`src/sv/sodfc_pkg.sv`:
```
`timescale 1ns / 1ps
// Shared constants for the send-on-delta four-count decimator.
// No dependencies; imported by every module of the block.
package sodfc_pkg;

  localparam int NUM_COUNTS    = 4;
  localparam int TAG_BITS      = 32;
  localparam int CFG_DATA_BITS = 32;
  localparam int CFG_ADDR_BITS = 3;

  // word index of each register (byte address / 4)
  localparam logic CFG_IDX_CHANGE_FRACTION = 1'b0;

  localparam int CHANGE_FRACTION_RESET = 655;

endpackage

```
`src/sv/send_on_delta_four_count_decimator_unit.sv`:
```
`timescale 1ns / 1ps
// Top level of the send-on-delta four-count decimator.
// Depends on sodfc_pkg, sodfc_cfg, sodfc_in_stage, sodfc_eval.
//
//  port group | dir | handshake            | payload
//  in_*       | in  | tvalid/tready        | tdata: count_s, count_e, count_i, count_r, tag
//  out_*      | out | tvalid/tready        | tdata: kept_s, kept_e, kept_i, kept_r, kept_tag
//  cfg_*      | in  | psel/penable/pready  | change_fraction at byte address 0
//
// One request per cycle unless a held result stalls; registered at input and result.
// The first request after reset latches the threshold with one multiply.
// A held result stalls only requests that would emit; dropped ones pass.
// rst_n is synchronous; the first request after it is always emitted.
module send_on_delta_four_count_decimator_unit import sodfc_pkg::*; #(
  parameter int  COUNT_BITS    = 24,
  parameter int  FRACTION_BITS = 16,
  localparam int TDATA_BITS    = ((NUM_COUNTS * COUNT_BITS + TAG_BITS + 7) / 8) * 8
) (
  input  logic                     clk,
  input  logic                     rst_n,
  input  logic                     in_tvalid,
  output logic                     in_tready,
  // count_s, count_e, count_i, count_r, record_tag (lowest first)
  input  logic [TDATA_BITS-1:0]    in_tdata,
  output logic                     out_tvalid,
  input  logic                     out_tready,
  // kept_s, kept_e, kept_i, kept_r, kept_tag (lowest first)
  output logic [TDATA_BITS-1:0]    out_tdata,
  input  logic                     cfg_psel,
  input  logic                     cfg_penable,
  input  logic                     cfg_pwrite,
  input  logic [CFG_ADDR_BITS-1:0] cfg_paddr,
  input  logic [CFG_DATA_BITS-1:0] cfg_pwdata,
  output logic [CFG_DATA_BITS-1:0] cfg_prdata,
  output logic                     cfg_pready
);

  localparam int TAG_LSB = NUM_COUNTS * COUNT_BITS;

  logic [FRACTION_BITS:0]                change_fraction;
  logic [NUM_COUNTS-1:0][COUNT_BITS-1:0] in_counts;
  logic [TAG_BITS-1:0]                   in_tag;
  logic                                  hold_valid;
  logic [NUM_COUNTS-1:0][COUNT_BITS-1:0] hold_counts;
  logic [TAG_BITS-1:0]                   hold_tag;
  logic [COUNT_BITS+1:0]                 hold_total;
  logic                                  advance;
  logic [NUM_COUNTS-1:0][COUNT_BITS-1:0] out_counts;
  logic [TAG_BITS-1:0]                   out_tag;

  always_comb begin
    for (int k = 0; k < NUM_COUNTS; k++) begin
      in_counts[k] = in_tdata[k*COUNT_BITS +: COUNT_BITS];
    end
    in_tag = in_tdata[TAG_LSB +: TAG_BITS];
  end

  always_comb begin
    out_tdata = '0;
    for (int k = 0; k < NUM_COUNTS; k++) begin
      out_tdata[k*COUNT_BITS +: COUNT_BITS] = out_counts[k];
    end
    out_tdata[TAG_LSB +: TAG_BITS] = out_tag;
  end

  sodfc_cfg #(
    .FRACTION_BITS(FRACTION_BITS)
  ) u_cfg (
    .clk            (clk),
    .rst_n          (rst_n),
    .psel           (cfg_psel),
    .penable        (cfg_penable),
    .pwrite         (cfg_pwrite),
    .paddr          (cfg_paddr),
    .pwdata         (cfg_pwdata),
    .prdata         (cfg_prdata),
    .pready         (cfg_pready),
    .change_fraction(change_fraction)
  );

  sodfc_in_stage #(
    .COUNT_BITS(COUNT_BITS)
  ) u_in_stage (
    .clk        (clk),
    .rst_n      (rst_n),
    .in_valid   (in_tvalid),
    .in_ready   (in_tready),
    .in_counts  (in_counts),
    .in_tag     (in_tag),
    .advance    (advance),
    .hold_valid (hold_valid),
    .hold_counts(hold_counts),
    .hold_tag   (hold_tag),
    .hold_total (hold_total)
  );

  sodfc_eval #(
    .COUNT_BITS   (COUNT_BITS),
    .FRACTION_BITS(FRACTION_BITS)
  ) u_eval (
    .clk            (clk),
    .rst_n          (rst_n),
    .item_valid     (hold_valid),
    .item_counts    (hold_counts),
    .item_tag       (hold_tag),
    .item_total     (hold_total),
    .change_fraction(change_fraction),
    .advance        (advance),
    .out_valid      (out_tvalid),
    .out_ready      (out_tready),
    .out_counts     (out_counts),
    .out_tag        (out_tag)
  );

endmodule

```
`src/sv/sodfc_cfg.sv`:
```
`timescale 1ns / 1ps
// APB-style register file holding the change_fraction register.
// Depends on sodfc_pkg.
module sodfc_cfg import sodfc_pkg::*; #(
  parameter int FRACTION_BITS = 16
) (
  input  logic                     clk,
  input  logic                     rst_n,
  input  logic                     psel,
  input  logic                     penable,
  input  logic                     pwrite,
  input  logic [CFG_ADDR_BITS-1:0] paddr,
  input  logic [CFG_DATA_BITS-1:0] pwdata,
  output logic [CFG_DATA_BITS-1:0] prdata,
  output logic                     pready,
  output logic [FRACTION_BITS:0]   change_fraction
);

  logic [FRACTION_BITS:0] change_fraction_r;
  logic [FRACTION_BITS:0] change_fraction_nxt;
  logic                   wr_hit;
  logic                   word_idx;

  assign pready   = 1'b1;
  assign word_idx = paddr[CFG_ADDR_BITS-1];
  assign wr_hit   = psel && penable && pwrite && pready &&
                    (word_idx == CFG_IDX_CHANGE_FRACTION);

  always_comb begin
    change_fraction_nxt = change_fraction_r;
    if (wr_hit) begin
      change_fraction_nxt = pwdata[FRACTION_BITS:0];
    end
  end

  always_ff @(posedge clk) begin
    if (!rst_n) begin
      change_fraction_r <= (FRACTION_BITS+1)'(CHANGE_FRACTION_RESET);
    end else begin
      change_fraction_r <= change_fraction_nxt;
    end
  end

  always_comb begin
    prdata = '0;
    case (word_idx)
      CFG_IDX_CHANGE_FRACTION: prdata[FRACTION_BITS:0] = change_fraction_r;
      default:                 prdata = '0;
    endcase
  end

  assign change_fraction = change_fraction_r;

endmodule

```
`src/sv/sodfc_in_stage.sv`:
```
`timescale 1ns / 1ps
// Input register: holds one request and the sum of its four counts.
// Depends on sodfc_pkg.
module sodfc_in_stage import sodfc_pkg::*; #(
  parameter int COUNT_BITS = 24
) (
  input  logic                                  clk,
  input  logic                                  rst_n,
  input  logic                                  in_valid,
  output logic                                  in_ready,
  input  logic [NUM_COUNTS-1:0][COUNT_BITS-1:0] in_counts,
  input  logic [TAG_BITS-1:0]                   in_tag,
  input  logic                                  advance,
  output logic                                  hold_valid,
  output logic [NUM_COUNTS-1:0][COUNT_BITS-1:0] hold_counts,
  output logic [TAG_BITS-1:0]                   hold_tag,
  output logic [COUNT_BITS+1:0]                 hold_total
);

  logic                                  valid_r;
  logic                                  valid_nxt;
  logic [NUM_COUNTS-1:0][COUNT_BITS-1:0] counts_r;
  logic [TAG_BITS-1:0]                   tag_r;
  logic [COUNT_BITS+1:0]                 total_r;
  logic [COUNT_BITS+1:0]                 total_nxt;
  logic                                  take;

  assign in_ready = !valid_r || advance;
  assign take     = in_valid && in_ready;

  always_comb begin
    total_nxt = (COUNT_BITS+2)'(in_counts[0]) + (COUNT_BITS+2)'(in_counts[1]) +
                (COUNT_BITS+2)'(in_counts[2]) + (COUNT_BITS+2)'(in_counts[3]);
  end

  always_comb begin
    valid_nxt = valid_r;
    if (take) begin
      valid_nxt = 1'b1;
    end else if (advance) begin
      valid_nxt = 1'b0;
    end
  end

  always_ff @(posedge clk) begin
    if (!rst_n) begin
      valid_r <= 1'b0;
    end else begin
      valid_r <= valid_nxt;
    end
  end

  always_ff @(posedge clk) begin
    if (take) begin
      counts_r <= in_counts;
      tag_r    <= in_tag;
      total_r  <= total_nxt;
    end
  end

  assign hold_valid  = valid_r;
  assign hold_counts = counts_r;
  assign hold_tag    = tag_r;
  assign hold_total  = total_r;

endmodule

```
`src/sv/sodfc_eval.sv`:
```
`timescale 1ns / 1ps
// Deadband decision, reference and threshold state, and result register.
// Depends on sodfc_pkg.
module sodfc_eval import sodfc_pkg::*; #(
  parameter int COUNT_BITS    = 24,
  parameter int FRACTION_BITS = 16
) (
  input  logic                                  clk,
  input  logic                                  rst_n,
  input  logic                                  item_valid,
  input  logic [NUM_COUNTS-1:0][COUNT_BITS-1:0] item_counts,
  input  logic [TAG_BITS-1:0]                   item_tag,
  input  logic [COUNT_BITS+1:0]                 item_total,
  input  logic [FRACTION_BITS:0]                change_fraction,
  output logic                                  advance,
  output logic                                  out_valid,
  input  logic                                  out_ready,
  output logic [NUM_COUNTS-1:0][COUNT_BITS-1:0] out_counts,
  output logic [TAG_BITS-1:0]                   out_tag
);

  localparam int THR_BITS  = COUNT_BITS + 2;
  localparam int PROD_BITS = THR_BITS + FRACTION_BITS + 1;
  localparam logic [FRACTION_BITS:0] FracOne = {1'b1, {FRACTION_BITS{1'b0}}};

  logic                                  first_pending_r;
  logic                                  first_pending_nxt;
  logic [NUM_COUNTS-1:0][COUNT_BITS-1:0] ref_r;
  logic [NUM_COUNTS-1:0][COUNT_BITS-1:0] ref_nxt;
  logic [THR_BITS-1:0]                   thr_r;
  logic [THR_BITS-1:0]                   thr_nxt;
  logic                                  out_valid_r;
  logic                                  out_valid_nxt;
  logic [NUM_COUNTS-1:0][COUNT_BITS-1:0] out_counts_r;
  logic [TAG_BITS-1:0]                   out_tag_r;

  logic [FRACTION_BITS:0]                frac;
  logic [PROD_BITS-1:0]                  prod;
  logic [NUM_COUNTS-1:0][COUNT_BITS-1:0] gap;
  logic                                  hit;
  logic                                  emit;
  logic                                  fire;

  always_comb begin
    frac = (change_fraction > FracOne) ? FracOne : change_fraction;
    prod = PROD_BITS'(item_total) * PROD_BITS'(frac);
  end

  always_comb begin
    hit = 1'b0;
    for (int k = 0; k < NUM_COUNTS; k++) begin
      gap[k] = (item_counts[k] >= ref_r[k]) ? (item_counts[k] - ref_r[k])
                                            : (ref_r[k] - item_counts[k]);
      if (THR_BITS'(gap[k]) > thr_r) begin
        hit = 1'b1;
      end
    end
  end

  assign emit    = first_pending_r || hit;
  assign advance = item_valid && (!emit || !out_valid_r || out_ready);
  assign fire    = advance;

  always_comb begin
    first_pending_nxt = first_pending_r;
    thr_nxt           = thr_r;
    ref_nxt           = ref_r;
    out_valid_nxt     = out_valid_r;
    if (out_ready) begin
      out_valid_nxt = 1'b0;
    end
    if (fire && first_pending_r) begin
      first_pending_nxt = 1'b0;
      thr_nxt           = prod[FRACTION_BITS +: THR_BITS];
    end
    if (fire && emit) begin
      ref_nxt       = item_counts;
      out_valid_nxt = 1'b1;
    end
  end

  always_ff @(posedge clk) begin
    if (!rst_n) begin
      first_pending_r <= 1'b1;
      thr_r           <= '0;
      ref_r           <= '0;
      out_valid_r     <= 1'b0;
    end else begin
      first_pending_r <= first_pending_nxt;
      thr_r           <= thr_nxt;
      ref_r           <= ref_nxt;
      out_valid_r     <= out_valid_nxt;
    end
  end

  always_ff @(posedge clk) begin
    if (fire && emit) begin
      out_counts_r <= item_counts;
      out_tag_r    <= item_tag;
    end
  end

  assign out_valid  = out_valid_r;
  assign out_counts = out_counts_r;
  assign out_tag    = out_tag_r;

  a_first_clears: assert property (@(posedge clk) disable iff (!rst_n)
    fire && first_pending_r |=> !first_pending_r)
    else $error("first request did not clear first_pending");

  a_thr_frozen: assert property (@(posedge clk) disable iff (!rst_n)
    !first_pending_r |=> $stable(thr_r))
    else $error("threshold changed after it was latched");

  a_emit_shows: assert property (@(posedge clk) disable iff (!rst_n)
    fire && emit |=> out_valid_r)
    else $error("emitted request missing from result register");

  a_drop_keeps_ref: assert property (@(posedge clk) disable iff (!rst_n)
    fire && !emit |=> $stable(ref_r))
    else $error("reference moved on a dropped request");

  a_no_overwrite: assert property (@(posedge clk) disable iff (!rst_n)
    out_valid_r && !out_ready |-> !(fire && emit))
    else $error("stalled result overwritten");

endmodule
```
`config.mk`:
```
export PLATFORM = sky130hd
export DESIGN_NAME = send_on_delta_four_count_decimator_unit
export DESIGN_NICKNAME = d
export VERILOG_FILES = /design/src/sv/sodfc_pkg.sv /design/src/sv/send_on_delta_four_count_decimator_unit.sv /design/src/sv/sodfc_cfg.sv /design/src/sv/sodfc_in_stage.sv /design/src/sv/sodfc_eval.sv
export SDC_FILE = /design/constraint.sdc
export NUM_CORES = 2
export LEC_CHECK = 0
export ABC_AREA = 0
export ABC_CLOCK_PERIOD_IN_PS = 12200
export BUFFER_PORTS_ARGS = -buffer_cell sky130_fd_sc_hd__buf_4
export CAP_MARGIN = 5
export CORE_MARGIN = 2
export CORE_UTILIZATION = 62
export DETAILED_ROUTE_END_ITERATION = 12
export PLACE_DENSITY = 0.79
export SLEW_MARGIN = 20
export SYNTH_ARGS = -nofsm -noshare
export SYNTH_HDL_FRONTEND = slang
export SYNTH_HIERARCHICAL = 1
export SYNTH_SLANG_ARGS = --single-unit
```
`constraint.sdc`:
```
create_clock -name clk -period 12.2 [get_ports clk]
set_input_delay 0.61 -clock clk [delete_from_list [all_inputs] [get_ports clk]]
set_output_delay 0.61 -clock clk [all_outputs]
set_load 0.03 [all_outputs]
```
==> run_results.csv <==
group,metric,value,unit
final_layout,antenna-diode-count,0,
worst_hold_path,worstHoldPathType,"in2reg",
logic_synthesis,ys_ff_latch,424,
logic_synthesis,synthCells,4443,
route,detail-route-antenna-nets,0,
sta,setup_viol,0,
global_route,antenna_found_initial,0,
logic_synthesis,ys_seq_area_frac,0.269,
setup_path,crit_type,"reg2reg",
final_layout,drive_gt1_frac,0.104,
clocking,postCtsSetupBuffers,0,
route,drt_iter0_drc,3121,
die,initial_core_util,0.625,
final_layout,area_growth,10.6,%
placement,hpwl,87.1,mm
clocking,clk_pin_slew,0.06,ns
final_layout,final_nets,5642,
die,chipHeight,264,um
logic_synthesis,yosys.area.top_type,"edfxtp_1",
die,dieArea,69800,sq um
logic_synthesis,netlist_area,42000,sq um
clocking,hold_buffers,0,
clocking,cts-resized-gates,0,
global_route,grtUsageTotal,0.327,
logic_synthesis,synth_top_flop_cell,"edfxtp_1",
global_route,grt_pass1_vias,32366,
sta,hold_viol_final,0,
sta,rsz0062_at_grt,"false",
setup_path,crit_fanout,105,
clocking,h-tree-depth,2,
setup_path,cp-start-kind,"register",
logic_synthesis,yosys_warnings,6,
placement,portBuffers,299,
die,boundaryPins,333,
final_layout,final_cell_mix,"814 x inv_1, 455 x nand2_1, 420 x ha_1, 412 x fa_1, 332 x buf_4",
global_route,grt_pass1_wl,178,mm
route,wl_met3,10.5,mm
setup_path,arrival,8.73,ns
setup_path,cp-end-kind,"register",
clocking,clk_latency,0.62,ns
clocking,cts_tree,"built",
placement,gp_congestion,0.946,
die,fp-row-count,95,
sta,worst_pin_slew,0.982,ns
route,routed.top_layer,"met4",
clocking,clk_path_buf_depth,3,
route,drt-met1-wl,46.9,mm
clocking,cts-root-buf,"clkbuf_16",
logic_synthesis,synth_top_area_frac,0.202,
route,wl_met2,52.2,mm
global_route,grt_overflow_total,0,
route,routed_wirelength,113,mm
die,die_x,264,um
sta,finalMaxSlewViolations,0,
route,route.vias.total,32400,
sta,fmax,0.118,GHz
route,first_pass_iters,6,
sta,fin_crit,8.48,ns
run,maxCapViolations,0,
sta,fin_tns_setup,0,ns
logic_synthesis,synth_edf_count,282,
clocking,cts_inserted_buffers,49,
logic_synthesis,avgSynthCellArea,9.45,sq um
route,drc_errors,0,
route,wire_per_inst,20.4,um
sta,max-slew-margin-rel,0.345,
sta,fin_crit_sh,0.695,
logic_synthesis,synth_cell_type_count,97,
setup_path,cp.required,12.45,ns
logic_synthesis,ys_async_sr_fraction,0,
route,vias_per_cell,5.83,
clocking,clkSinkCount,424,
global_route,grt_max_degree,144,
final_layout,final_common_cell,"inv_1",
die,core,67200,sq um
logic_synthesis,synth_area_leaders,"edfxtp_1 20%, fa_1 20%, ha_1 13%",
outcome,status,"finished clean",
sta,skew,0.0331,ns
## area by class of cell
type	count	area, sq um
multi-input combinational	3016	26800
fill	5220	20700
sequential	424	11300
inverter	815	3060
timing repair buffer	334	2530
clock buffer	61	1300
tap	873	1090
clock inverter	31	347
## per-layer routing
metal | up-vias | global-route usage
li1 | 14881 | -
met1 | 15888 | 0.453
met2 | 1421 | 0.527
met3 | 210 | 0.0562
met4 | 0 | 0.100
met5 | - | 0
## Yosys cell counts, types with 113 or more instances
cell type / n
a21o_1: 113
a21oi_1: 252
and2_1: 189
clkbuf_1: 143
dfxtp_1: 142
edfxtp_1: 282
fa_1: 412
ha_1: 420
inv_1: 814
mux2i_1: 159
nand2_1: 455
nor2_1: 202
## per-stage QoR
stage	util	setup slack [ns]	std cells	hold WS, ns	instance area (sq um)
final	0.691	3.72	5554	0.160	46400
after global routing	0.691	3.30	5554	0.134	46400
after CTS	0.691	3.87	5554	0.132	46400
after detailed placement	0.667	3.92	5462	0.405	44800
after global placement	0.667	3.99	5462	0.400	44800
after floorplan	-	3.04	4457	0.400	42000
## critical path: stages, from the launching register on
cell and delay [ns]:
edfxtp_1 0.49, inv_1 0.08, ha_1 0.41, and3_4 0.25, a221o_1 0.17, a31oi_1 0.09, or4_1 0.68, nand2_4 0.38
mux2_2 0.40, a21oi_1 0.16, o211ai_1 0.13, o311a_1 0.39, a2111oi_1 0.49, ha_1 0.22, nand3_1 0.10, nor4_1 0.52
nand4_1 0.26, a221oi_1 0.31, a21boi_0 0.42, nand4_1 0.36, a21boi_0 0.29, nand2b_1 0.18, and2_4 0.64, buf_12 0.52
## path summary, 6_finish.rpt
kind                           endpoint                       from  slack, ns  depth (start not counted)
max reg2reg  u_in_stage/hold_counts[60]  u_in_stage/hold_counts[7]       3.72                         23
min             u_in_stage/hold_tag[15]              in_tdata[111]       0.16                          1
min reg2reg          u_eval/out_tag[19]    u_in_stage/hold_tag[19]       0.41                          0
max          u_in_stage/hold_counts[60]  u_in_stage/hold_counts[7]       3.72                         23
## state kept, by name, indices dropped and copies added, names as in the netlist
name	count
u_cfg/change_fraction	17
u_eval/out_counts	96
u_eval/thr_r	26
u_in_stage/hold_tag	32
u_eval/ref_r	96
u_eval/out_valid	1
u_eval/first_pending_r	1
u_in_stage/hold_total	26
u_in_stage/hold_counts	96
u_in_stage/hold_valid	1
u_eval/out_tag	32
## kinds of logic after synthesis
| family | count (synthesis) | synth area share |
|---|---|---|
| AND/OR/NAND/NOR | 1134 | 0.130 |
| buffers and inverters | 1017 | 0.0948 |
| flip-flops | 424 | 0.269 |
| other | 2 | 0.000179 |
| XOR/XNOR | 131 | 0.0273 |
| AO/OA/AOI/OAI | 722 | 0.113 |
| adder cells (fa/ha/maj) | 832 | 0.322 |
| multiplexers | 181 | 0.0438 |
Power is left out: the tool's default activity adds up to more than one toggle a clock period on the data nets, which glitch-free logic cannot reach.
